--- src/rtl/gss_pkg.sv ---
// Shared types, widths, register codes and the fitness table of the genetic search step.
// Used by gss_ctrl, gss_dpath and genetic_search_generation_step_top; no dependencies.
package gss_pkg;

	// parameter defaults and limits
	localparam int POP_SIZE_DEF    = 4;
	localparam int GENE_BITS_DEF   = 5;
	localparam int CROSS_POINT_DEF = 2;
	localparam int GENE_BITS_MAX   = 8;

	// field widths
	localparam int FIT_W      = 5;
	localparam int COUNT_W    = 16;
	localparam int ROLL_W     = 7;
	localparam int FLIP_W     = 3;
	localparam int MARGIN_W   = 5;
	localparam int CFG_IDX_W  = 2;
	localparam int CFG_DATA_W = 16;

	// register indexes
	localparam logic [CFG_IDX_W-1:0] CFG_MUTATION_PERCENT   = 2'd0;
	localparam logic [CFG_IDX_W-1:0] CFG_SETTLE_GENERATIONS = 2'd1;
	localparam logic [CFG_IDX_W-1:0] CFG_MAX_GENERATIONS    = 2'd2;
	localparam logic [CFG_IDX_W-1:0] CFG_SETTLE_MARGIN      = 2'd3;

	// register reset values
	localparam logic [ROLL_W-1:0]   MUTATION_PERCENT_RST   = 7'd50;
	localparam logic [COUNT_W-1:0]  SETTLE_GENERATIONS_RST = 16'd2000;
	localparam logic [COUNT_W-1:0]  MAX_GENERATIONS_RST    = 16'd4000;
	localparam logic [MARGIN_W-1:0] SETTLE_MARGIN_RST      = 5'd5;
	localparam logic [FIT_W-1:0]    BEST_EVER_RST          = '1;

	// fitness f(x) = x^3/1000 - 3x/10 + 10, truncating, clamped to 0..31
	localparam int FIT_ENTRIES  = 1 << GENE_BITS_MAX;
	localparam int FIT_CUBE_DIV = 1000;
	localparam int FIT_LIN_MUL  = 3;
	localparam int FIT_LIN_DIV  = 10;
	localparam int FIT_OFFSET   = 10;
	localparam int FIT_MAX      = (1 << FIT_W) - 1;

	typedef logic [FIT_ENTRIES-1:0][FIT_W-1:0] fit_table_t;

	function automatic fit_table_t build_fit_table();
		fit_table_t tab;
		int cube;
		int lin;
		for (int i = 0; i < FIT_ENTRIES; i++) begin
			cube = (i * i * i) / FIT_CUBE_DIV;
			lin  = (FIT_LIN_MUL * i) / FIT_LIN_DIV;
			if (lin > cube + FIT_OFFSET) begin
				tab[i] = '0;
			end else if (cube + FIT_OFFSET - lin > FIT_MAX) begin
				tab[i] = FIT_W'(FIT_MAX);
			end else begin
				tab[i] = FIT_W'(cube + FIT_OFFSET - lin);
			end
		end
		return tab;
	endfunction

	localparam fit_table_t FIT_TAB = build_fit_table();

	// controller to datapath
	typedef struct packed {
		logic accept;      // capture input word and prepare children
		logic ins_first;   // insert first held gene
		logic ins_second;  // insert second child, bump generation count
		logic bump_load;   // count one loaded gene
		logic check;       // run stop tests
		logic finish;      // load result register
	} cmd_t;

	// datapath to controller
	typedef struct packed {
		logic func;        // word is a generation step
		logic full;        // population fully loaded
		logic last_load;   // one gene short of full
		logic stopped;     // stop flag set
	} stat_t;

endpackage

--- src/rtl/gss_ctrl.sv ---
// Sequencer of the genetic search step: accept, insert passes, stop test, result hand-off.
// Depends on gss_pkg (cmd_t, stat_t).
module gss_ctrl (
	input  logic           clk,
	input  logic           arst_n,
	input  logic           s_tvalid,
	output logic           s_tready,
	output logic           m_tvalid,
	input  logic           m_tready,
	input  gss_pkg::stat_t stat,
	output gss_pkg::cmd_t  cmd
);

	localparam logic [1:0] ST_IDLE = 2'd0;
	localparam logic [1:0] ST_INS1 = 2'd1;
	localparam logic [1:0] ST_INS2 = 2'd2;
	localparam logic [1:0] ST_FIN  = 2'd3;

	logic [1:0] state_q;
	logic [1:0] state_d;
	logic       gen_q;
	logic       gen_d;
	logic       chk_q;
	logic       chk_d;
	logic       m_valid_q;
	logic       slot_free;

	assign slot_free = !m_valid_q || m_tready;
	assign s_tready  = (state_q == ST_IDLE);
	assign m_tvalid  = m_valid_q;

	always_comb begin
		state_d = state_q;
		gen_d   = gen_q;
		chk_d   = chk_q;
		cmd     = '0;
		unique case (state_q)
			ST_IDLE: begin
				if (s_tvalid) begin
					cmd.accept = 1'b1;
					if (!stat.func && !stat.full) begin
						state_d = ST_INS1;
						gen_d   = 1'b0;
						chk_d   = stat.last_load;
					end else if (stat.func && stat.full && !stat.stopped) begin
						state_d = ST_INS1;
						gen_d   = 1'b1;
						chk_d   = 1'b1;
					end else begin
						// ignored word: report state only
						state_d = ST_FIN;
						gen_d   = 1'b0;
						chk_d   = 1'b0;
					end
				end
			end
			ST_INS1: begin
				cmd.ins_first = 1'b1;
				cmd.bump_load = !gen_q;
				state_d       = gen_q ? ST_INS2 : ST_FIN;
			end
			ST_INS2: begin
				cmd.ins_second = 1'b1;
				state_d        = ST_FIN;
			end
			ST_FIN: begin
				// hold until the result register is free
				if (slot_free) begin
					cmd.finish = 1'b1;
					cmd.check  = chk_q;
					state_d    = ST_IDLE;
				end
			end
			default: state_d = ST_IDLE;
		endcase
	end

	always_ff @(posedge clk or negedge arst_n) begin
		if (!arst_n) begin
			state_q   <= ST_IDLE;
			gen_q     <= 1'b0;
			chk_q     <= 1'b0;
			m_valid_q <= 1'b0;
		end else begin
			state_q <= state_d;
			gen_q   <= gen_d;
			chk_q   <= chk_d;
			if (cmd.finish) begin
				m_valid_q <= 1'b1;
			end else if (m_tready) begin
				m_valid_q <= 1'b0;
			end
		end
	end

endmodule

--- src/rtl/gss_dpath.sv ---
// Datapath of the genetic search step: registers, population with fitness, insert unit,
// crossover and mutation, stop tests and result register. Depends on gss_pkg.
module gss_dpath #(
	parameter  int POP_SIZE    = gss_pkg::POP_SIZE_DEF,
	parameter  int GENE_BITS   = gss_pkg::GENE_BITS_DEF,
	parameter  int CROSS_POINT = gss_pkg::CROSS_POINT_DEF,
	localparam int IN_USED     = GENE_BITS + 2 * (gss_pkg::ROLL_W + gss_pkg::FLIP_W),
	localparam int IN_W        = ((IN_USED + 7) / 8) * 8,
	localparam int OUT_USED    = GENE_BITS + gss_pkg::FIT_W + gss_pkg::COUNT_W + 2,
	localparam int OUT_W       = ((OUT_USED + 7) / 8) * 8
) (
	input  logic                             clk,
	input  logic                             arst_n,
	input  logic [IN_W-1:0]                  s_tdata,
	input  logic                             s_tuser,
	output logic [OUT_W-1:0]                 m_tdata,
	input  logic                             cfg_valid,
	input  logic [gss_pkg::CFG_IDX_W-1:0]    cfg_index,
	input  logic [gss_pkg::CFG_DATA_W-1:0]   cfg_data,
	input  gss_pkg::cmd_t                    cmd,
	output gss_pkg::stat_t                   stat
);

	localparam int FIT_W    = gss_pkg::FIT_W;
	localparam int COUNT_W  = gss_pkg::COUNT_W;
	localparam int ROLL_W   = gss_pkg::ROLL_W;
	localparam int FLIP_W   = gss_pkg::FLIP_W;
	localparam int MARGIN_W = gss_pkg::MARGIN_W;
	localparam int GMAX     = gss_pkg::GENE_BITS_MAX;
	localparam int LC_W     = $clog2(POP_SIZE + 1);

	localparam int RF_LO = GENE_BITS;
	localparam int FF_LO = RF_LO + ROLL_W;
	localparam int RS_LO = FF_LO + FLIP_W;
	localparam int FS_LO = RS_LO + ROLL_W;

	localparam logic [GENE_BITS-1:0] LOW_MASK  = GENE_BITS'((1 << CROSS_POINT) - 1);
	localparam logic [FLIP_W:0]      FLIP_LIM  = (FLIP_W + 1)'(GENE_BITS);
	localparam logic [LC_W-1:0]      LC_FULL   = LC_W'(POP_SIZE);
	localparam logic [LC_W-1:0]      LC_LAST   = LC_W'(POP_SIZE - 1);
	localparam logic [COUNT_W-1:0]   COUNT_TOP = '1;

	// configuration
	logic [ROLL_W-1:0]   mut_pct_q;
	logic [COUNT_W-1:0]  settle_q;
	logic [COUNT_W-1:0]  max_q;
	logic [MARGIN_W-1:0] margin_q;

	// search state
	logic [GENE_BITS-1:0] pop_q [POP_SIZE];
	logic [FIT_W-1:0]     fit_q [POP_SIZE];
	logic [LC_W-1:0]      load_cnt_q;
	logic [COUNT_W-1:0]   gen_cnt_q;
	logic [FIT_W-1:0]     best_ever_q;
	logic                 stop_q;
	logic [GENE_BITS-1:0] c1_q;
	logic [GENE_BITS-1:0] c2_q;
	logic [OUT_W-1:0]     out_q;

	// input fields
	logic [GENE_BITS-1:0] in_gene;
	logic [ROLL_W-1:0]    roll_first;
	logic [FLIP_W-1:0]    flip_first;
	logic [ROLL_W-1:0]    roll_second;
	logic [FLIP_W-1:0]    flip_second;

	// crossover and mutation
	logic [GENE_BITS-1:0] cross_first;
	logic [GENE_BITS-1:0] cross_second;
	logic [GENE_BITS-1:0] mut_first;
	logic [GENE_BITS-1:0] mut_second;

	// insert unit
	logic [GENE_BITS-1:0] ins_gene;
	logic [FIT_W-1:0]     ins_fit;
	logic [POP_SIZE-1:0]  after;
	logic [GENE_BITS-1:0] pop_d [POP_SIZE];
	logic [FIT_W-1:0]     fit_d [POP_SIZE];

	// stop tests and result
	logic [FIT_W-1:0]     best_fit;
	logic [FIT_W-1:0]     best_ever_d;
	logic [FIT_W-1:0]     settle_diff;
	logic                 stop_hit;
	logic                 stop_d;
	logic                 any_loaded;
	logic [GENE_BITS-1:0] out_gene;
	logic [FIT_W-1:0]     out_fit;

	assign in_gene     = s_tdata[0 +: GENE_BITS];
	assign roll_first  = s_tdata[RF_LO +: ROLL_W];
	assign flip_first  = s_tdata[FF_LO +: FLIP_W];
	assign roll_second = s_tdata[RS_LO +: ROLL_W];
	assign flip_second = s_tdata[FS_LO +: FLIP_W];

	assign cross_first  = (pop_q[0] & ~LOW_MASK) | (pop_q[1] & LOW_MASK);
	assign cross_second = (pop_q[1] & ~LOW_MASK) | (pop_q[0] & LOW_MASK);

	always_comb begin
		mut_first  = cross_first;
		mut_second = cross_second;
		if ((roll_first < mut_pct_q) && ({1'b0, flip_first} < FLIP_LIM)) begin
			mut_first = cross_first ^ (GENE_BITS'(1) << flip_first);
		end
		if ((roll_second < mut_pct_q) && ({1'b0, flip_second} < FLIP_LIM)) begin
			mut_second = cross_second ^ (GENE_BITS'(1) << flip_second);
		end
	end

	// stable insert: the new gene lands after every member of equal or lower fitness;
	// slots beyond the fill count count as vacant
	assign ins_gene = cmd.ins_second ? c2_q : c1_q;
	assign ins_fit  = gss_pkg::FIT_TAB[GMAX'(ins_gene)];

	always_comb begin
		for (int i = 0; i < POP_SIZE; i++) begin
			after[i] = (LC_W'(i) >= load_cnt_q) || (fit_q[i] > ins_fit);
		end
		for (int i = 0; i < POP_SIZE; i++) begin
			pop_d[i] = pop_q[i];
			fit_d[i] = fit_q[i];
			if (after[i]) begin
				if (i == 0) begin
					pop_d[i] = ins_gene;
					fit_d[i] = ins_fit;
				end else if (!after[i-1]) begin
					pop_d[i] = ins_gene;
					fit_d[i] = ins_fit;
				end else begin
					pop_d[i] = pop_q[i-1];
					fit_d[i] = fit_q[i-1];
				end
			end
		end
	end

	// stop tests on the updated best
	assign best_fit    = fit_q[0];
	assign best_ever_d = (best_fit < best_ever_q) ? best_fit : best_ever_q;
	assign settle_diff = best_fit - best_ever_d;
	assign stop_hit    = ((settle_diff < margin_q) && (gen_cnt_q > settle_q))
	                     || (gen_cnt_q > max_q);
	assign stop_d      = stop_q || (cmd.check && stop_hit);

	assign any_loaded = (load_cnt_q != '0);
	assign out_gene   = any_loaded ? pop_q[0] : '0;
	assign out_fit    = any_loaded ? fit_q[0] : '0;

	assign stat.func      = s_tuser;
	assign stat.full      = (load_cnt_q == LC_FULL);
	assign stat.last_load = (load_cnt_q == LC_LAST);
	assign stat.stopped   = stop_q;

	assign m_tdata = out_q;

	always_ff @(posedge clk or negedge arst_n) begin
		if (!arst_n) begin
			mut_pct_q   <= gss_pkg::MUTATION_PERCENT_RST;
			settle_q    <= gss_pkg::SETTLE_GENERATIONS_RST;
			max_q       <= gss_pkg::MAX_GENERATIONS_RST;
			margin_q    <= gss_pkg::SETTLE_MARGIN_RST;
			load_cnt_q  <= '0;
			gen_cnt_q   <= '0;
			best_ever_q <= gss_pkg::BEST_EVER_RST;
			stop_q      <= 1'b0;
		end else begin
			if (cfg_valid) begin
				unique case (cfg_index)
					gss_pkg::CFG_MUTATION_PERCENT:   mut_pct_q <= cfg_data[ROLL_W-1:0];
					gss_pkg::CFG_SETTLE_GENERATIONS: settle_q  <= cfg_data[COUNT_W-1:0];
					gss_pkg::CFG_MAX_GENERATIONS:    max_q     <= cfg_data[COUNT_W-1:0];
					gss_pkg::CFG_SETTLE_MARGIN:      margin_q  <= cfg_data[MARGIN_W-1:0];
					default: ;
				endcase
			end
			if (cmd.bump_load) begin
				load_cnt_q <= load_cnt_q + 1'b1;
			end
			if (cmd.ins_second && (gen_cnt_q != COUNT_TOP)) begin
				gen_cnt_q <= gen_cnt_q + 1'b1;
			end
			if (cmd.check) begin
				best_ever_q <= best_ever_d;
			end
			stop_q <= stop_d;
		end
	end

	always_ff @(posedge clk) begin
		if (cmd.accept) begin
			// a load word carries its gene through the first insert pass
			c1_q <= s_tuser ? mut_first : in_gene;
			c2_q <= mut_second;
		end
		if (cmd.ins_first || cmd.ins_second) begin
			for (int i = 0; i < POP_SIZE; i++) begin
				pop_q[i] <= pop_d[i];
				fit_q[i] <= fit_d[i];
			end
		end
		if (cmd.finish) begin
			out_q <= OUT_W'({stat.full, stop_d, gen_cnt_q, out_fit, out_gene});
		end
	end

endmodule

--- src/rtl/genetic_search_generation_step_top.sv ---
// Steady-state genetic search step. Load words: accept, one insert pass, result;
// generation words: accept with crossover and mutation, two insert passes, stop test;
// ignored words: accept, result. One word is in flight at a time, set by the single
// shared insert unit. Input is freed once the result is loaded. arst_n clears counts
// and stop flag, presets best-ever fitness and registers; population is unset.
module genetic_search_generation_step_top #(
	parameter  int POP_SIZE    = gss_pkg::POP_SIZE_DEF,
	parameter  int GENE_BITS   = gss_pkg::GENE_BITS_DEF,
	parameter  int CROSS_POINT = gss_pkg::CROSS_POINT_DEF,
	localparam int IN_USED     = GENE_BITS + 2 * (gss_pkg::ROLL_W + gss_pkg::FLIP_W),
	localparam int IN_W        = ((IN_USED + 7) / 8) * 8,
	localparam int OUT_USED    = GENE_BITS + gss_pkg::FIT_W + gss_pkg::COUNT_W + 2,
	localparam int OUT_W       = ((OUT_USED + 7) / 8) * 8
) (
	input  logic                           clk,
	input  logic                           arst_n,
	input  logic                           s_tvalid,
	output logic                           s_tready,
	// gene, roll_first, flip_first, roll_second, flip_second, zero fill
	input  logic [IN_W-1:0]                s_tdata,
	// func
	input  logic                           s_tuser,
	output logic                           m_tvalid,
	input  logic                           m_tready,
	// best_gene, best_fitness, generations_done, finished, loaded, zero fill
	output logic [OUT_W-1:0]               m_tdata,
	input  logic                           cfg_valid,
	output logic                           cfg_ready,
	input  logic [gss_pkg::CFG_IDX_W-1:0]  cfg_index,
	input  logic [gss_pkg::CFG_DATA_W-1:0] cfg_data
);

	gss_pkg::cmd_t  cmd;
	gss_pkg::stat_t stat;

	assign cfg_ready = 1'b1;

	gss_ctrl u_ctrl (
		.clk      (clk),
		.arst_n   (arst_n),
		.s_tvalid (s_tvalid),
		.s_tready (s_tready),
		.m_tvalid (m_tvalid),
		.m_tready (m_tready),
		.stat     (stat),
		.cmd      (cmd)
	);

	gss_dpath #(
		.POP_SIZE    (POP_SIZE),
		.GENE_BITS   (GENE_BITS),
		.CROSS_POINT (CROSS_POINT)
	) u_dpath (
		.clk       (clk),
		.arst_n    (arst_n),
		.s_tdata   (s_tdata),
		.s_tuser   (s_tuser),
		.m_tdata   (m_tdata),
		.cfg_valid (cfg_valid),
		.cfg_index (cfg_index),
		.cfg_data  (cfg_data),
		.cmd       (cmd),
		.stat      (stat)
	);

`ifndef SYNTHESIS
	a_stop_sticky: assert property (@(posedge clk) disable iff (!arst_n)
		stat.stopped |=> stat.stopped)
		else $error("stop flag cleared");

	a_full_sticky: assert property (@(posedge clk) disable iff (!arst_n)
		stat.full |=> stat.full)
		else $error("loaded flag cleared");

	a_second_after_first: assert property (@(posedge clk) disable iff (!arst_n)
		cmd.ins_second |-> $past(cmd.ins_first))
		else $error("second insert without first");

	a_idle_no_insert: assert property (@(posedge clk) disable iff (!arst_n)
		s_tready |-> !(cmd.ins_first || cmd.ins_second || cmd.finish))
		else $error("datapath busy while accepting");
`endif

endmodule
--- config.mk ---
export PLATFORM = sky130hd
export DESIGN_NAME = genetic_search_generation_step_top
export DESIGN_NICKNAME = d
export VERILOG_FILES = /design/src/rtl/gss_pkg.sv /design/src/rtl/gss_ctrl.sv /design/src/rtl/gss_dpath.sv /design/src/rtl/genetic_search_generation_step_top.sv
export SDC_FILE = /design/constraint.sdc
export NUM_CORES = 1
export LEC_CHECK = 0
export BUFFER_PORTS_ARGS = -buffer_cell sky130_fd_sc_hd__buf_2
export CORE_ASPECT_RATIO = 1.2
export CORE_MARGIN = 3
export CORE_UTILIZATION = 59
export CTS_CLUSTER_DIAMETER = 120
export DETAILED_ROUTE_END_ITERATION = 16
export GPL_TIMING_DRIVEN = 0
export HOLD_SLACK_MARGIN = 0.05
export MAX_ROUTING_LAYER = met4
export PLACE_DENSITY = 0.81
export SETUP_SLACK_MARGIN = 0.5
export SLEW_MARGIN = 0
export SYNTH_ARGS = -nofsm -noshare
export SYNTH_HDL_FRONTEND = slang
export SYNTH_SLANG_ARGS = --single-unit
--- constraint.sdc ---
create_clock -name clk -period 5.3 [get_ports clk]
set_clock_uncertainty 0.2 [all_clocks]
set_input_delay 0.53 -clock clk [delete_from_list [all_inputs] [get_ports clk]]
set_output_delay 0.53 -clock clk [all_outputs]
set_load 0.005 [all_outputs]
==> results.ini, run 1 <==
[sta]
setup_viol = 0
worstMarginPinSlew_ps = 1037
rsz0062_at_grt = false
hold_viol = 0
clock.fmax_mhz = 222.1
setup_ws_ps = 796.7
maxSlewHeadroom_pct = 30.43
finalCritPeriodShare_pct = 84.97
finalSetupTns_ps = 0
period_needed_ps = 4503
report.final.slew_viol_count = 0

[logic_synthesis]
synth-seq-cells = 132
synth-adder-area-share_pct = 12.72
yosysWarnings = 0
synth.distinct_cells = 64
synth_area_mm2 = 0.007239
synth_top_family_by_area = adder cells
postSynthAreaPerCell_um2 = 11.64
yosysSeqAreaShare_pct = 50.02
synth_cells = 622
synth_edf_count = 58
synthArstFlopShare_pct = 56.06
synth_xor_area_share_pct = 3.750
synth_mux_area_share_pct = 9.696
synth-compound-area-share_pct = 9.039
synth_flop_cell = edfxtp_1
yosys.area_share.simple_pct = 10.30

[drt]
ant_nets = 0
routed_wl_mm = 15.20
drcViolationCount = 0
vias_per_cell = 5.654
wl_per_cell_um = 17.04
drtPass1Iterations = 4
vias = 5043
dr.first_iter.drc_count = 275

[worst_setup_path]
crit_arrival_ps = 4570
crit_slowest_cell = dfstp_2
critPathKind = reg2reg
slowest_delay_ps = 550
worstSetupStartpointType = flip-flop
ff2ff_setup_slack_ps = 800
rr_endpoint = u_dpath.m_tdata[26]
crit_buf_inv = 2
crit_family = compound AO/OA/AOI/OAI gates
r2r_cells = 18
cp-end-kind = flip-flop
crit_chain = inv_1, ha_1, and4_1, a21oi_1, nand2_2, o21ai_0, ha_1, inv_1, fa_1, nand4_1, o21ai_0, nor3_1, xnor2_1, ha_1, o21ai_0, a21oi_1, a2111oi_2, a22o_1
r2r_start = u_dpath.best_ever_q[2]
required_ps = 5360
cp_max_fo = 8

[power_and_ir_drop]
ir_drop_mv = 0.3331
p_leak_nw = 3.837
powerDensity_mw_per_mm2 = 607.9
power.total_mw = 5.150

[floorplanning]
start_util_pct = 61.44
chipHeight_um = 127.3
die_w_um = 107.1
die_area_mm2 = 0.01364
core_mm2 = 0.01178
num_io_pins = 91
num_rows = 43

[cts]
htreeDepth = 4
path_clk_slew_ps = 50
ctsLongestPathBuffers = 2
clk_latency_ps = 420
root_buffer = clkbuf_16
cts_made_buffers = 17
clock_sinks = 132
cts_tree = built
post-cts-setup-buffers = 0

[finish]
nets = 851
multi_input_area_mm2 = 0.003323
regArea_mm2 = 0.003621
fillers = 813
layout-drive-gt1-share_pct = 26.26
antennaDiodeCount = 0
final_cells = 892
area_growth_pct = 17.02

[placement]
preCtsSetupSlack_ps = 681.3
hpwl_mm = 11.13
dp_cells = 860
io_buffers = 78
gp_congestion = 0.9055

[grt]
grt_max_degree = 75
grt_pass1_vias = 5210
grt_pass1_wl_mm = 24.85
overflow = 0
track_usage_pct = 24.14
antenna_found_initial = 0

[worst_hold_path]
hold_class = in2async

[run]
maxCapViolCount = 0

[run_status]
status = finished clean

registers in the layout, indices dropped and copies added (netlist names), 2 cells and up:
register / flops
u_dpath.settle_q: 16
u_dpath.pop_q: 10
u_dpath.best_ever_q: 5
u_dpath.m_tdata: 28
u_dpath.margin_q: 5
u_dpath.gen_cnt_q: 16
u_dpath.mut_pct_q: 7
u_dpath.fit_q: 10
u_dpath.load_cnt_q: 3
u_dpath.c2_q: 5
u_ctrl.state_q: 2
u_dpath.c1_q: 5
u_dpath.max_q: 16
cell usage in the layout (no fill, tap or decap), types with 5 or more instances in the layout:
master     count
edfxtp_1      58
clkbuf_1       8
o21ai_0       21
clkinv_2       5
nor2_1        25
nor2b_1        6
buf_2         78
nand3_1       18
xor2_1        18
ha_1          72
dfstp_2       22
conb_1         5
dfrtp_1       52
nand2b_1       6
buf_4          6
o21ai_1        7
and2_1        13
mux2_1         7
bufinv_16      5
clkbuf_16     17
nor3_1         6
a21oi_1       35
a21o_1         8
nand2_1       34
nand4_1       12
mux2_2        43
xnor2_1       13
o211ai_1       8
inv_1         60
power breakdown:
| group | internal [mW] | leakage (nW) | switching (mW) |
|---|---|---|---|
| combinational | 0.909 | 2.10 | 1.21 |
| clock | 0.827 | 0.303 | 0.417 |
| sequential | 1.57 | 1.43 | 0.226 |
| total | 3.30 | 3.84 | 1.85 |
timing repair:
| action | in CTS | in global routing |
|---|---|---|
| resized for setup | 0 | 3 |
| endpoints found under the setup margin | 0 | 12 |
| hold buffers | 0 | 0 |
worst max-delay path by stage:
stage / slack, ps / cells after the start / startpoint / end
2_1_floorplan: 1290 / 18 / u_dpath.best_ever_q[2] / u_dpath.m_tdata[26]
3_3_place_gp: 810 / 18 / u_dpath.best_ever_q[2] / u_dpath.m_tdata[26]
3_5_place_dp: 680 / 18 / u_dpath.best_ever_q[2] / u_dpath.m_tdata[26]
4_1_cts: 590 / 18 / u_dpath.best_ever_q[2] / u_dpath.m_tdata[26]
5_1_grt: 520 / 18 / u_dpath.best_ever_q[2] / u_dpath.m_tdata[26]
6_report: 800 / 18 / u_dpath.best_ever_q[2] / u_dpath.m_tdata[26]
layer usage:
layer / GRT usage, % / share of wire [%] / vias to the layer above
met5: - / 0 / -
li1: - / - / 2431
met1: 28.60 / 41 / 2458
met3: 4.396 / 3.8 / 25
met4: 10.08 / 2.3 / 0
met2: 40.55 / 53 / 129
kinds of logic (layout without fill, tap and decap cells):
kind of cell | count (synthesis) | in the layout
flip-flops | 132 | 132
AO/OA/AOI/OAI | 107 | 107
multiplexers | 58 | 58
other | 2 | 5
AND/OR/NAND/NOR | 143 | 143
adder cells (fa/ha/maj) | 73 | 73
XOR/XNOR | 31 | 31
buffers and inverters | 76 | 186
through the flow:
stage | instance area [um^2] | hold WS (ps) | utilization [%]
after global placement | 7838 | 290.9 | 66.52
after CTS | 8462 | 96.37 | 71.82
final | 8472 | 47.68 | 71.90
after floorplan | 7251 | 34.41 | -
after detailed placement | 7840 | 297.7 | 66.54
after global routing | 8472 | 120.7 | 71.90
Yosys cell counts, types with 2 or more instances:
master      n  area, um^2
nor4_1      2       12.51
a21o_1      8       60.06
clkbuf_1    5       18.77
and3_1      4       25.02
edfxtp_1   58        1742
nand3b_1    3       22.52
nand4_1    12       75.07
buf_4       5       37.54
xor2_1     18       157.7
and2_1     14       87.58
a21oi_1    35       175.2
a22o_1      2       17.52
inv_2       2       7.510
conb_1      2       7.510
a2111oi_0   3       26.28
mux2_1      7       78.83
o21bai_1    2       15.01
dfrtp_1    52        1301
o21ai_0    21       105.1
o211ai_1    8       60.06
inv_1      60       225.2
mux2i_4     4       90.09
mux2i_1     2       20.02
o21a_1      2       15.01
o22ai_1     4       25.02
mux2_2     43       484.2
o31ai_1     3       22.52
xnor2_1    13       113.9
o21ai_1     7       35.03
nor2b_1     7       43.79
nand2_1    34       127.6
ha_1       72       900.9
nor2_1     25       93.84
nor4b_1     3       26.28
nand3_1    18       90.09
nor3_1      6       30.03
nand2b_1    6       37.54
dfstp_2    22       578.1
a211oi_1    3       22.52
layout make-up:
class	instances	share of cell area [%]
clock buffers	20	5.154
well taps	157	2.319
clock inverters	12	2.186
multi-input cells	417	39.23
inverters	64	2.880
flip-flops and latches	132	42.74
plain buffers	12	0.8566
repair buffers	78	4.637
worst register-to-register path, cell delays in order, from the launching register on:
cell       delay [ps]
dfstp_2           550
inv_1              80
ha_1              300
and4_1            210
a21oi_1           290
nand2_2           210
o21ai_0           210
ha_1              170
inv_1              70
fa_1              490
nand4_1           100
o21ai_0            80
nor3_1            240
xnor2_1           170
ha_1              250
o21ai_0            70
a21oi_1            80
a2111oi_2         340
a22o_1            250
(Power assumes the default switching activity.)
==> run 2: changes to the inputs <==
--- a/config.mk
+++ b/config.mk
@@ -8,13 +8,13 @@
 export BUFFER_PORTS_ARGS = -buffer_cell sky130_fd_sc_hd__buf_2
 export CORE_ASPECT_RATIO = 1.2
 export CORE_MARGIN = 3
-export CORE_UTILIZATION = 59
+export CORE_UTILIZATION = 53
 export CTS_CLUSTER_DIAMETER = 120
 export DETAILED_ROUTE_END_ITERATION = 16
 export GPL_TIMING_DRIVEN = 0
 export HOLD_SLACK_MARGIN = 0.05
 export MAX_ROUTING_LAYER = met4
-export PLACE_DENSITY = 0.81
+export PLACE_DENSITY = 0.77
 export SETUP_SLACK_MARGIN = 0.5
 export SLEW_MARGIN = 0
 export SYNTH_ARGS = -nofsm -noshare
==> constraint.sdc (replaced) <==
create_clock -name clk -period 3.7 [get_ports clk]
set_clock_uncertainty 0.2 [all_clocks]
set_input_delay 0.37 -clock clk [delete_from_list [all_inputs] [get_ports clk]]
set_output_delay 0.37 -clock clk [all_outputs]
set_load 0.005 [all_outputs]
==> run 2 against run 1 <==
  * The run now ends with negative setup slack left
  * Sequential cell count unchanged
  * Largest power group unchanged
  * Critical path depth unchanged
  * Core utilization decreased by 0.21 points
==> results.ini, run 2 (same netlist as run 1, synthesis figures left out) <==
[run]
maxCapViolCount = 0  ; unchanged

[sta]
setup_viol = 22  ; +22
clock.fmax_mhz = 241.5  ; +8.7%
rsz0062_at_grt = true
worstMarginPinSlew_ps = 784.2  ; -252.4 ps
maxSlewHeadroom_pct = 47.69  ; +17 points
fin_hold_ws_ps = 61.76  ; +14.07 ps
hold_viol = 0  ; unchanged
report.final.slew_viol_count = 0  ; unchanged
period_needed_ps = 4141  ; -362.2 ps
setup_ws_ps = -441.1  ; -1238 ps
finalCritPeriodShare_pct = 111.9  ; +27 points

[drt]
ant_nets = 0  ; unchanged
wl_per_cell_um = 19.52  ; +15%
dr.first_iter.drc_count = 400  ; +45%
drtPass1Iterations = 5  ; +1
vias = 5559  ; +10%
drcViolationCount = 0  ; unchanged
routed_wl_mm = 19.07  ; +25%
vias_per_cell = 5.690  ; +0.64%

[worst_hold_path]
min_path_cells = 3
hold_class = in2reg

[floorplanning]
die_w_um = 112.7  ; +5.2%
num_io_pins = 91  ; unchanged
num_rows = 46  ; +7.0%
die_area_mm2 = 0.01510  ; +11%
start_util_pct = 54.45  ; -7.0 points
core_mm2 = 0.01330  ; +13%
chipHeight_um = 134.0  ; +5.2%

[worst_setup_path]
crit_chain = inv_4, ha_4, a211o_1, o211ai_1, nand2_2, o21ai_2, ha_2, inv_2, fa_2, o211ai_1, o21ai_1, nor3_2, xnor2_1, ha_1, o21ai_2, a21oi_2, a2111oi_4, a22o_1
crit_slowest_cell = dfstp_2
crit_arrival_ps = 4110  ; -460 ps
cp_max_fo = 4  ; -4
required_ps = 3670  ; -1690 ps
r2r_cells = 18  ; unchanged
cp-end-kind = flip-flop
worstSetupStartpointType = flip-flop
slowest_delay_ps = 560  ; about the same
critPathKind = reg2reg

[finish]
fillers = 822  ; +1.1%
mostFrequentLayoutCells = buf_2 (77), ha_1 (65), edfxtp_1 (58)
antennaDiodeCount = 0  ; unchanged
nets = 925  ; +8.7%
largest_reg_flops = 28  ; unchanged
area_growth_pct = 31.66
regArea_mm2 = 0.003621  ; unchanged
multi_input_area_mm2 = 0.003570  ; +7.4%
layout-drive-gt1-share_pct = 36.59  ; +10 points
final_cells = 977  ; +9.5%
mostFrequentLayoutCell = buf_2

[grt]
grt_pass1_wl_mm = 29.10  ; +17%
track_usage_pct = 25.44  ; +1.3 points
antenna_found_initial = 0  ; unchanged
grt_max_degree = 74  ; -1.3%
overflow = 0  ; unchanged
grt_pass1_vias = 5734  ; +10%

[cts]
root_buffer = clkbuf_16
htreeDepth = 4  ; unchanged
cts_made_buffers = 17  ; unchanged
ctsLongestPathBuffers = 2  ; unchanged
clock_sinks = 132  ; unchanged
path_clk_slew_ps = 60  ; about the same
cts_tree = built
clk_latency_ps = 430  ; about the same

[power_and_ir_drop]
ir_drop_mv = 0.5873  ; +76%
p_leak_nw = 4.315  ; +12%
powerDensity_mw_per_mm2 = 1011  ; +66%

[placement]
preCtsSetupSlack_ps = -635.9  ; -1317 ps
gp_congestion = 0.8445  ; -6.7%
hpwl_mm = 11.95  ; +7.3%
dp_cells = 872  ; +1.4%
io_buffers = 78  ; unchanged

[run_status]
status = finished, violations left
violations = negative setup slack

[run 2: path summary, 6_finish.rpt]
check	start	endpoint	slack, ps
worst max-delay path	u_dpath.best_ever_q[2]	u_dpath.m_tdata[26]	-440
worst min-delay path	m_tready	u_ctrl.m_tvalid	60
worst max register to register	u_dpath.best_ever_q[2]	u_dpath.m_tdata[26]	-440
worst min register to register	u_dpath.max_q[6]	u_dpath.max_q[6]	310
max in group asynchronous	arst_n	u_dpath.best_ever_q[1]	2640
min in group asynchronous	arst_n	u_ctrl.m_tvalid	80
[run 2: layout make-up]
class	instances	share of cell area [%]
flip-flops and latches	132	37.99
multi-input cells	417	37.45
repair buffers	152	12.16
clock buffers	19	4.752
inverters	64	2.599
well taps	168	2.205
clock inverters	13	1.890
plain buffers	12	0.9583
[run 2: metal layers]
layer  vias up  GRT usage, %  routed length (um)
met1      2696         29.95                7532
met3        58         4.422                1111
met4         0         11.22                 641
li1       2571             -                   -
met5         -             -                   0
met2       234         42.82                9781
[run 2: what timing repair did]
| item | 4_1_cts | 5_1_grt |
|---|---|---|
| hold buffers | 16 | 0 |
| cloned | 2 | 1 |
| pin swaps | 22 | 18 |
| setup endpoints to repair | 32 | 32 |
| setup buffers | 34 | 20 |
| resized for setup | 34 | 19 |
| endpoints found under the hold margin | 85 | 0 |
[run 2: critical path, delay by kind of cell (launching register included)]
kind            cells  cell delay [ps]
compound gates      9             1420
fa+ha+maj           4             1080
flops               1              560
simple gates        2              400
xor+xnor            1              130
buf+inv             2               90
[run 2: where the power goes]
group	switching, mW	leakage, nW	internal, mW
clock network	0.642	0.307	1.16
registers	0.341	1.43	2.24
logic	2.56	2.58	2.70
total	3.54	4.31	6.09
[run 2: metrics by stage]
| stage | TNS [ps] | util (%) | instance area, um^2 | total power [mW] |
|---|---|---|---|---|
| 2_1_floorplan | 0 | - | 7343 | 4.910 |
| 4_1_cts | -378.0 | 69.55 | 9246 | 8.720 |
| 6_report | -2853 | 71.69 | 9532 | 9.635 |
| 5_1_grt | -5149 | 71.69 | 9532 | 10.10 |
| 3_5_place_dp | -5225 | 59.98 | 7974 | 5.813 |
| 3_3_place_gp | -3121 | 59.75 | 7944 | 5.604 |
==> run 3: changes to the inputs <==
--- a/config.mk
+++ b/config.mk
@@ -5,6 +5,7 @@
 export SDC_FILE = /design/constraint.sdc
 export NUM_CORES = 1
 export LEC_CHECK = 0
+export ABC_AREA = 1
 export BUFFER_PORTS_ARGS = -buffer_cell sky130_fd_sc_hd__buf_2
 export CORE_ASPECT_RATIO = 1.2
 export CORE_MARGIN = 3
==> run 3 against run 2 <==
  * The flow still finishes with violations (negative setup slack)
  * Synthesized area up 3.9%
  * Die area rose by 3.7%
  * Clock-buffer cell count up 9
  * Non-clock buffer count decreased by 1
  * Largest power group unchanged
  * Highest routed layer unchanged
==> results.ini, run 3 <==
[sta]
rsz0062_at_grt = true
setup_viol = 2  ; -91%
setup_ws_ps = -257.9  ; +183.2 ps
worstMarginPinSlew_ps = 942.1  ; +157.9 ps
fin_hold_ws_ps = 41.77  ; -19.98 ps
hold_viol = 0  ; unchanged
report.final.slew_viol_count = 0  ; unchanged
finalCritPeriodShare_pct = 107.0  ; -5.0 points
maxSlewHeadroom_pct = 37.05  ; -11 points
period_needed_ps = 3958  ; -183.2 ps
clock.fmax_mhz = 252.7  ; +4.6%

[logic_synthesis]
yosysSeqAreaShare_pct = 48.16  ; -1.9 points
synth-seq-cells = 132  ; unchanged
synth.most_common_cell = nand2_1
yosysTopAreaCellShare_pct = 23.17  ; -0.89 points
synth_flop_cell = edfxtp_1
synthArstFlopShare_pct = 56.06  ; unchanged
post-synth-top-area-cell = edfxtp_1
yosysWarnings = 0  ; unchanged
synth_area_mm2 = 0.007518  ; +3.9%
yosys-top-cells-count = nand2_1 (202), inv_1 (146), o21ai_0 (77)
synth_cells = 851  ; +37%
synth_edf_count = 58  ; unchanged
synth.distinct_cells = 42  ; -34%
synth_area_leaders = edfxtp_1 (23%), dfrtp_1 (17%), ha_1 (12%)
postSynthAreaPerCell_um2 = 8.835  ; -24%

[worst_setup_path]
critPathKind = reg2reg
crit_chain = inv_2, ha_4, nand2_2, a21oi_2, nor2_2, nand2_2, buf_6, nand2_4, o21ai_4, ha_2, inv_2, fa_2, buf_4, xnor2_2, ha_1, a21oi_2, o21ai_2, a21oi_2, nand3_1, nand2_2, nand2_2, nand2_2
cp-end-kind = flip-flop
critPathMostFrequentCell = nand2_2
crit_slowest_cell = dfstp_2
setup.worst_path.start = u_dpath.best_ever_q[2]
cp_max_fo = 7  ; +3
crit_family = adder cells
r2r_start = u_dpath.best_ever_q[2]
required_ps = 3800  ; +130 ps
worstSetupStartpointType = flip-flop
slowest_delay_ps = 560  ; about the same
crit_buf_inv = 4  ; +2
crit_arrival_ps = 4060  ; -50 ps

[cts]
path_clk_slew_ps = 60  ; about the same
ctsLongestPathBuffers = 2  ; unchanged
cts_made_buffers = 17  ; unchanged
clock_sinks = 132  ; unchanged
htreeDepth = 4  ; unchanged
clk_latency_ps = 430  ; about the same
cts_tree = built
root_buffer = clkbuf_16

[grt]
grt_pass1_vias = 6181  ; +7.8%
antenna_found_initial = 0  ; unchanged
track_usage_pct = 24.95  ; -0.49 points
gr-usage-met1_pct = 26.92  ; -3.0 points
grt_max_degree = 54  ; -27%
grt_use_met2_pct = 43.53  ; +0.71 points
grtUsageMet3_pct = 5.254  ; +0.83 points
grt_pass1_wl_mm = 28.98  ; -0.40%
grt.busiest_layer = met2
overflow = 0  ; unchanged

[placement]
gp_congestion = 0.9551  ; +13%
preCtsSetupSlack_ps = -194.2  ; +441.7 ps
hpwl_mm = 12.44  ; +4.1%
io_buffers = 78  ; unchanged

[power_and_ir_drop]
power_frac_clock_pct = 17.0  ; -1.7 points
switching_share_pct = 41.14  ; +4.4 points
p_leak_nw = 4.743  ; +9.9%
comb_power_share_pct = 55.0  ; +0.5 points
powerDensity_mw_per_mm2 = 936.7  ; -7.3%
ir_drop_mv = 0.6691  ; +14%
seqPwrFrac_pct = 28.0  ; +1.2 points
p_int_mw = 5.311  ; -13%
switchingPower_mw = 3.712  ; +4.8%

[run_status]
violations = negative setup slack
status = finished, violations left

[finish]
mostFrequentLayoutCells = nand2_1 (189), inv_1 (136), buf_2 (77)
regArea_mm2 = 0.003622  ; about the same
nets = 1148  ; +24%
multi_input_area_mm2 = 0.003525  ; -1.3%
area_growth_pct = 28.12
largest_reg_flops = 28  ; unchanged
final_util_pct = 69.71  ; -2.0 points
fillers = 984  ; +20%
layout-drive-gt1-share_pct = 25.48  ; -11 points
mostFrequentLayoutCell = nand2_1
antennaDiodeCount = 0  ; unchanged

[drt]
wl_per_cell_um = 15.86  ; -19%
drtPass1Iterations = 5  ; unchanged
ant_nets = 0  ; unchanged
vias = 6384  ; +15%
dr.first_iter.drc_count = 461  ; +15%
routed_wl_mm = 19.09  ; about the same
vias_per_cell = 5.307  ; -6.7%
drcViolationCount = 0  ; unchanged

[floorplanning]
num_rows = 47  ; +2.2%
core_mm2 = 0.01382  ; +3.9%
num_io_pins = 91  ; unchanged
chipHeight_um = 136.5  ; +1.8%
start_util_pct = 54.40  ; about the same
die_w_um = 114.7  ; +1.8%
die_area_mm2 = 0.01566  ; +3.7%

[worst_hold_path]
min_from = cfg_data[13]
hold_class = in2reg

[run]
maxCapViolCount = 0  ; unchanged

==> run 3: cell types whose count changed after synthesis, moves of 5 or more <==
cell | previous run | this run
a21o_1 | 8 | 2
and2_1 | 14 | 0
inv_1 | 60 | 146
mux2_1 | 7 | 0
mux2_2 | 43 | 0
nand2_1 | 34 | 202
nand2b_1 | 6 | 0
nand3_1 | 18 | 34
nor2_1 | 25 | 46
nor2b_1 | 7 | 0
o211ai_1 | 8 | 1
o21ai_0 | 21 | 77
o21ai_2 | 0 | 9
xnor2_1 | 13 | 8
==> run 3: final timing paths <==
path / slack [ps] / cells past startpoint / to
hold reg to reg: 280 / 2 / u_dpath.settle_q[14]
setup reg to reg: -260 / 22 / u_dpath.m_tdata[26]
max in group asynchronous: 2480 / 3 / u_dpath.best_ever_q[0]
setup / recovery: -260 / 22 / u_dpath.m_tdata[26]
min in group asynchronous: 190 / 2 / u_dpath.settle_q[14]
hold / removal: 40 / 3 / u_dpath.max_q[13]
==> run 3: stage by stage <==
| stage | total power [mW] | instance area (um^2) | instances | TNS (ps) |
|---|---|---|---|---|
| after detailed placement | 5.808 | 8219 | 1104 | -664.5 |
| after floorplan | 4.895 | 7577 | 854 | 0 |
| after CTS | 8.262 | 9331 | 1190 | -5.315 |
| final | 9.024 | 9633 | 1203 | -448.1 |
| after global routing | 9.627 | 9633 | 1203 | -598.6 |
| after global placement | 5.674 | 8182 | 1103 | -1036 |
==> run 3: area by class of cell <==
cell class,count,share of cell area (%)
Sequential cell,132,37.60
Clock inverter,4,0.2208
Clock buffer,28,5.273
Buffer,17,1.208
Inverter,151,5.975
Tap cell,171,2.221
Multi-Input combinational cell,554,36.59
Timing Repair Buffer,146,10.91
==> run 3: power groups by stage <==
stage	sequential, mW	combinational (mW)	clock, mW
after floorplan	2.47	2.43	0
after global placement	2.53	3.15	0
after detailed placement	2.53	3.28	0
after CTS	2.51	4.21	1.54
after global routing	2.58	5.44	1.61
final	2.53	4.96	1.53
==> run 3: metal layers <==
layer | vias up | routed length [um]
met5 | - | 0
met4 | 0 | 841
met3 | 61 | 980
met2 | 213 | 9989
met1 | 3004 | 7274
li1 | 3106 | -
==> run 3: kinds of logic (layout without fill, tap and decap cells) <==
logic type                 after synthesis  count (layout)  share of synthesized area (%)
other                                    2               5                        0.09989
xor gates and xnor gates                24              24                          2.796
adders and majority gates               73              73                          12.25
buffers and inverters                  168             346                          8.887
and+or+nand+nor                        317             317                          17.82
AOI/OAI and AO/OA                      135             135                          9.985
DFF                                    132             132                          48.16
==> run 3: worst register-to-register path, delay by kind of cell (launching register included) <==
family	cells	cell delay [ps]
buf+inv	4	410
simple gates	8	650
flops	1	560
fa+ha+maj	4	1140
compound gates	5	720
xor+xnor	1	120
==> run 3: timing repair <==
item	4_1_cts	5_1_grt
setup endpoints to repair	31	33
gates cloned	1	0
endpoints found under the hold margin	79	0
hold buffers	16	0
resized for setup	33	56
pin swaps	25	26
setup buffers	37	13
